File: config.mk
export PLATFORM = sky130hd
export DESIGN_NAME = c2d_cell
export DESIGN_NICKNAME = d
export VERILOG_FILES = /design/src/c2d_pkg.sv /design/src/c2d_cell.sv
export SDC_FILE = /design/constraint.sdc
export NUM_CORES = 2
export LEC_CHECK = 0
export CORE_ASPECT_RATIO = 1.1
export CORE_MARGIN = 3
export CORE_UTILIZATION = 55
export CTS_CLUSTER_DIAMETER = 120
export CTS_CLUSTER_SIZE = 12
export DETAILED_ROUTE_END_ITERATION = 12
export DONT_BUFFER_PORTS = 1
export PLACE_DENSITY = 0.67
export SYNTH_ARGS = -nofsm -noshare
export SYNTH_HDL_FRONTEND = slang
export SYNTH_SLANG_ARGS = --single-unit
File: constraint.sdc
create_clock -name clk -period 25.3 [get_ports clk]
set_clock_uncertainty 0.1 [all_clocks]
set_input_delay 5.06 -clock clk [delete_from_list [all_inputs] [get_ports clk]]
set_output_delay 5.06 -clock clk [all_outputs]
set_load 0.03 [all_outputs]
File: src/c2d_pkg.sv
// ----------------------------------------------------------------------------
// c2d_pkg
// shared types and constants of the streaming 2d convolution unit
// ----------------------------------------------------------------------------
package c2d_pkg;

  localparam int SAMPLE_W = 16;
  localparam int SUM_W    = 36;
  localparam int TAP_W    = 8;
  localparam int DIM_W    = 11;
  localparam int REG_W    = 11;
  localparam int IDX_W    = 3;

  localparam logic [IDX_W-1:0] REG_IMAGE_ROWS  = 3'd0;
  localparam logic [IDX_W-1:0] REG_IMAGE_COLS  = 3'd1;
  localparam logic [IDX_W-1:0] REG_KERNEL_ROWS = 3'd2;
  localparam logic [IDX_W-1:0] REG_KERNEL_COLS = 3'd3;
  localparam logic [IDX_W-1:0] REG_OUT_MODE    = 3'd4;

  localparam logic [DIM_W-1:0] IMAGE_MAX = 11'd1024;

  typedef logic signed [SAMPLE_W-1:0] sample_t;
  typedef logic signed [SUM_W-1:0]    sum_t;

  // control handed from the front of the pipeline to every cell
  typedef struct packed {
    logic                shift;
    logic                clear;
    logic                load;
    logic [TAP_W-1:0]    tap;
    logic [SAMPLE_W-1:0] coef;
  } cell_ctrl_t;

endpackage

File: src/c2d_cell.sv
// ----------------------------------------------------------------------------
// c2d_cell
// one window column: pixel column, kernel column and registered column sum
// ----------------------------------------------------------------------------
module c2d_cell #(
  parameter int MAX_KERNEL = 5,
  parameter int COL        = 0
) (
  input  logic                                       clk,
  input  logic                                       rst,
  input  logic                                       step,
  input  c2d_pkg::cell_ctrl_t                        ctrl,
  input  logic [MAX_KERNEL-1:0][c2d_pkg::SAMPLE_W-1:0] col_in,
  output logic [MAX_KERNEL-1:0][c2d_pkg::SAMPLE_W-1:0] col_out,
  input  logic [MAX_KERNEL-1:0]                      row_on,
  input  logic                                       col_on,
  output c2d_pkg::sum_t                              col_sum
);

  logic [MAX_KERNEL-1:0][c2d_pkg::SAMPLE_W-1:0] pix;
  logic [MAX_KERNEL-1:0][c2d_pkg::SAMPLE_W-1:0] coef;
  c2d_pkg::sum_t                                sum_next;

  assign col_out = pix;

  // window column shift; all but the first cell clear at the start of each grid row
  always_ff @(posedge clk) begin
    if (step && ctrl.shift) begin
      if (ctrl.clear && COL != 0) begin
        pix <= '0;
      end else begin
        pix <= col_in;
      end
    end
  end

  // kernel taps of this column
  always_ff @(posedge clk) begin
    if (rst) begin
      coef <= '0;
    end else if (step && ctrl.load) begin
      for (int a = 0; a < MAX_KERNEL; a++) begin
        if (ctrl.tap == c2d_pkg::TAP_W'(a * MAX_KERNEL + COL)) begin
          coef[a] <= ctrl.coef;
        end
      end
    end
  end

  always_comb begin
    sum_next = '0;
    for (int a = 0; a < MAX_KERNEL; a++) begin
      if (row_on[a] && col_on) begin
        sum_next = sum_next + c2d_pkg::SUM_W'($signed(coef[a]) * $signed(pix[a]));
      end
    end
  end

  always_ff @(posedge clk) begin
    if (step) begin
      col_sum <= sum_next;
    end
  end

endmodule

==> Word-level counts from Yosys, hierarchy flattened <==
Index checks and enable logic that the tools add are counted.
{ "word_totals": {"output_inout_bits": 116, "wordCells": 42, "regBits": 196} }
{ "classes": {"n_eq_ne": 4, "n_addsub": 4, "mux": 5, "reduce_logical": 13, "multipliers": 5} }
{ "op_table": {"columns": ["cell", "count"], "rows": [
  ["$mux 36", 5],
  ["$mul 16x16->32", 5],
  ["$add 36x32->36", 4],
  ["$eq 8x4->1 const B", 2],
  ["$reduce_and 2->1", 5],
  ["$eq 8x3->1 const B", 1],
  ["$eq 8x5->1 const B", 1],
  ["$logic_not 8->1", 1],
  ["$logic_and 1x1->1", 7]
]} }

==> Logic depth before layout (Yosys ltp) <==
{ "depth": {"word_depth": 10, "ltp_mapped": 96} }

==> Least setup slack after synthesis <==
OpenSTA, ideal clock, no wires.
{ "synth_timing": {"kind": "input to register", "startpoint": "input port col_on", "endpoint": "register col_sum[35], data pin", "path_stages": 78, "arrival_time_ns": 22.051, "slack_ns": 2.880, "path_buffers": 2, "setup_time_ns": 0.269, "path_cell_list": "clkbuf_1 -> and2_1 -> clkbuf_1 -> nand2_1 -> inv_1 -> ha_1 -> inv_1 -> fa_1 -> inv_1 -> ha_1 -> ha_1 -> inv_1 -> fa_1 -> inv_1 -> ha_1 -> fa_1 -> a211oi_1 -> o21ai_1 -> [42 not listed] -> mux2_4 -> ha_1 -> fa_1 -> inv_1 -> fa_1 -> fa_1 -> fa_1 -> inv_1 -> ha_1 -> nand4_1 -> nor3_1 -> a211oi_1 -> o21ai_1 -> a31o_2 -> xnor2_1 -> nor2_1 -> xnor2_1 -> xnor2_1"} }
{ "synth_via": {"elab_chain_cells": 10, "word_cells_on_any_way": 14} }
{ "synth_rtl": {"columns": ["item", "line_no", "source"], "rows": [
  ["from (decl)", "c2d_cell.sv:16", "input logic col_on,"],
  ["$logic_and 1x1->1", "c2d_cell.sv:53", "if (row_on[a] && col_on) begin"],
  ["$mux 36", "c2d_cell.sv:53", null],
  ["$add 36x32->36", "c2d_cell.sv:54", "sum_next = sum_next + c2d_pkg::SUM_W'($signed(coef[a]) * $signed(pix[a]));"],
  ["$mux 36", "c2d_cell.sv:53", null],
  ["$add 36x32->36", "c2d_cell.sv:54", null],
  ["$mux 36", "c2d_cell.sv:53", null],
  ["$add 36x32->36", "c2d_cell.sv:54", null],
  ["$mux 36", "c2d_cell.sv:53", null],
  ["$add 36x32->36", "c2d_cell.sv:54", null],
  ["$mux 36 (*)", "c2d_cell.sv:53", null],
  ["via sum_next[35]", "c2d_cell.sv:22", "c2d_pkg::sum_t sum_next;"],
  ["to (signal assigned)", "c2d_cell.sv:61", "col_sum <= sum_next;"],
  ["to (decl)", "c2d_cell.sv:17", "output c2d_pkg::sum_t col_sum"]
]} }
Mark *: on every way through the listed nets, which the timed path passes. The rest lies on a longest branch.
A chain may end at the register's enable or synchronous reset.

==> Worst setup path in the final report <==
{ "layout_timing": {"startpoint": "register pix (netlist bit col_out[5])", "endpoint": "register col_sum[35], data pin"} }
{ "layout_via": {"elab_chain_cells": 10} }
{ "layout_rtl": {"columns": ["item", "line_no", "source"], "rows": [
  ["from (decl)", "c2d_cell.sv:20", "logic [MAX_KERNEL-1:0][c2d_pkg::SAMPLE_W-1:0] pix;"],
  ["from (signal assigned)", "c2d_cell.sv:32", "pix <= col_in;"],
  ["$mul 16x16->32 (*)", "c2d_cell.sv:54", null],
  ["$mux 36 (*)", "c2d_cell.sv:53", null],
  ["$add 36x32->36", "c2d_cell.sv:54", null],
  ["$mux 36 (*)", "c2d_cell.sv:53", null],
  ["$add 36x32->36", "c2d_cell.sv:54", null],
  ["$mux 36 (*)", "c2d_cell.sv:53", null],
  ["$add 36x32->36", "c2d_cell.sv:54", null],
  ["$mux 36 (*)", "c2d_cell.sv:53", null],
  ["$add 36x32->36", "c2d_cell.sv:54", null],
  ["$mux 36 (*)", "c2d_cell.sv:53", null],
  ["via sum_next[35]", "c2d_cell.sv:22", null]
]} }
Marked as above.

==> qor.yml <==
status:
  status: "finished clean"
floorplan:
  start_util: 0.5582
  die_area_mm2: 0.1189
  die_h_um: 361.4
  io_pins: 232
  rows: 129
  die_w_um: 329.1
  core-area_mm2: 0.1131
setup_path:
  cp_slowest_stage_delay_ns: 0.76
  critical_path.most_common_cell: "fa_1"
  startpoint_type: "register"
  crit_arrival_ns: 24.43
  path_class: "register to register"
  crit_fanout: 17
  endpoint_kind: "register"
  cp_slowest_cell: "edfxtp_1"
  cp_data_required_time_ns: 25.48
  reg2regPathDepth: 83
timing:
  fmax_mhz: 41.23
  fin_crit_sh: 0.9586
  slew_viol_final: 0
  rsz0062_at_grt: "false"
  period_minus_slack_ns: 24.25
  tightest_slew_ns: 1.239
  final-hold-violation-count: 0
  relSlewSlack: 0.1737
  setup-violations-final: 0
  tns_ns: 0
job:
  cap_violations: 0
yosys:
  ys_seq_area_frac: 0.08052
  synthCells: 6616
  synthTopCellsByCount: "inv_1, fa_1, nand2_1"
  yosysWarnings: 0
  ys.flop_type: "edfxtp_1"
  synth.distinct_cells: 82
  synth_area_mm2: 0.06315
  synth.most_common_cell: "inv_1"
  postSynth.asyncResetShare: 0
  synth_top_area_frac: 0.4802
  synth_edf_count: 116
  syn_nets: 8753
  syn-mean-instance-area_um2: 9.546
  synth_area_leader_cell: "fa_1"
  synthTopCellsByArea: "fa_1, ha_1, inv_1"
  synth-seq-cells: 196
layout:
  final_area_mm2: 0.06560
  n_fill_cell: 9944
  syn_to_final_growth_pct: 3.879
  drive_above_1_share: 0.03094
  seqCellArea_mm2: 0.005087
  nNetsFinal: 8653
  multiInputGateArea_mm2: 0.05133
placed_design:
  dp_hpwl_um: 140900
  post_dp_cell_area_mm2: 0.06492
  globalplace.congestion: 0.9614
  io_buffer_count: 0
drt:
  final_antenna_net_count: 0
  dr.pass1.iters: 6
  wl_per_cell_um: 21.22
  drt-total-wl_um: 170500
  drt_iter0_drc: 2906
  vias_per_cell: 5.529
  drc: 0
  vias: 44440
worst_hold_path:
  hold_path_class: "register to register"
  hold_path_depth: 2
pwr:
  p_per_area_mw_per_mm2: 21.86
  p_total_w: 0.001434
  power_leakage_nw: 30.80
  irDropWorstVdd_v: 0.00006781
clock_tree:
  h-tree-depth: 4
  clkTransAtPathRegs_ns: 0.09
  clock_path_buffers: 2
  cts_made_buffers: 17
  clock_latency_ns: 0.58
  holdBufCountCts: 0
  cts.sink_count: 196
  cts_tree: "built"
  root_buffer: "clkbuf_16"
global_route:
  grt_first_pass_wirelength_um: 275000
  grt_max_degree: 81
  first_global_vias: 49140
  grtUsageTotal: 0.3028
  grt.overflow.total: 0
  antenna_found_initial: 8
-- state kept, by name, summed over array words and instances, names as in the netlist --
name     count
col_out     80
coef        80
col_sum     36
-- cells in the final DEF, fill, tap and decap left out, types with 9 or more instances in the layout --
cell type / synthesis / final
and3_1: 16 / 16
fa_1: 1515 / 1515
edfxtp_1: 116 / 116
xor2_1: 51 / 51
nor2_1: 191 / 190
mux2i_1: 74 / 74
o21ai_0: 98 / 98
nand2_1: 857 / 857
buf_4: 0 / 94
clkbuf_16: 0 / 17
o21bai_1: 20 / 20
o21a_1: 29 / 29
a31oi_1: 19 / 19
a211oi_1: 19 / 18
nand2b_1: 83 / 83
nand4_1: 10 / 10
a21oi_1: 167 / 167
nor3_1: 20 / 20
inv_1: 1582 / 1582
nand3_1: 34 / 34
o211ai_1: 9 / 9
and2_1: 516 / 515
a21o_1: 75 / 75
dfxtp_1: 80 / 78
xnor2_1: 117 / 117
nor2b_1: 22 / 22
ha_1: 506 / 506
o31ai_1: 9 / 9
nor4_1: 9 / 9
mux2_2: 36 / 36
-- what timing repair did --
| item | in CTS | in global routing |
|---|---|---|
| resized for setup | 0 | 3 |
| endpoints found under the setup margin | 0 | 1 |
| buffers inserted | 0 | 7 |
-- area by class of cell --
class / count / area share
Inverter: 1582 / 0.09052
Timing Repair Buffer: 99 / 0.01129
Sequential cell: 196 / 0.07755
Multi-Input combinational cell: 4620 / 0.7824
Antenna cell: 1 / 0.00003814
Tap cell: 1506 / 0.02872
Clock buffer: 17 / 0.006484
Clock inverter: 15 / 0.003013
-- routing by layer --
layer  wire (um)  global-route usage
met3       12380             0.05671
met4        7703              0.1236
met2       84540              0.5146
met5          61                   0
met1       65860              0.3818
-- critical path, delay by kind of cell (launching register included) --
| family | cells | cell delay [ns] |
|---|---|---|
| fa+ha+maj | 31 | 14.00 |
| compound gates | 23 | 5.46 |
| simple gates | 10 | 1.57 |
| xor+xnor | 5 | 0.86 |
| flops | 1 | 0.76 |
| buf+inv | 13 | 0.75 |
| mux | 1 | 0.40 |
-- cells by family after synthesis --
| family | count (synthesis) | share of synthesized area |
|---|---|---|
| AO/OA/AOI/OAI | 532 | 0.05494 |
| XOR/XNOR | 168 | 0.02330 |
| adder cells (fa/ha/maj) | 2021 | 0.5805 |
| buffers and inverters | 1800 | 0.1070 |
| flip-flops | 196 | 0.08052 |
| multiplexers | 112 | 0.01862 |
| AND/OR/NAND/NOR | 1787 | 0.1351 |
-- per-stage QoR --
step                      cells  setup WS, ns  hold WS [ns]  utilization
final                      8036         1.047        0.5131       0.5798
after global routing       8035       0.03234        0.5836       0.5798
after CTS                  8028        0.7733        0.5149       0.5793
after detailed placement   7996        0.8689        0.4993       0.5738
after global placement     7996         1.054        0.4986       0.5738
after floorplan            6616         2.880        0.3788            -
-- power by group --
group | total (W) | switching (W) | internal [W]
combinational | 0.000681 | 0.000416 | 0.000264
clock | 0.000320 | 0.000184 | 0.000136
sequential | 0.000433 | 0.0000708 | 0.000362
total | 0.00143 | 0.000671 | 0.000763
-- path summary, 6_finish.rpt --
check,endpoint,slack [ns],start
hold reg to reg,coef[19]$_SDFFE_PP0P_,0.51,coef[19]$_SDFFE_PP0P_
setup reg to reg,col_sum[35]$_DFFE_PP_,1.05,col_out[5]$_DFFE_PP_
hold / removal,coef[19]$_SDFFE_PP0P_,0.51,coef[19]$_SDFFE_PP0P_
setup / recovery,col_sum[35]$_DFFE_PP_,1.05,col_out[5]$_DFFE_PP_
No activity file was read; power rests on OpenSTA's default activity.
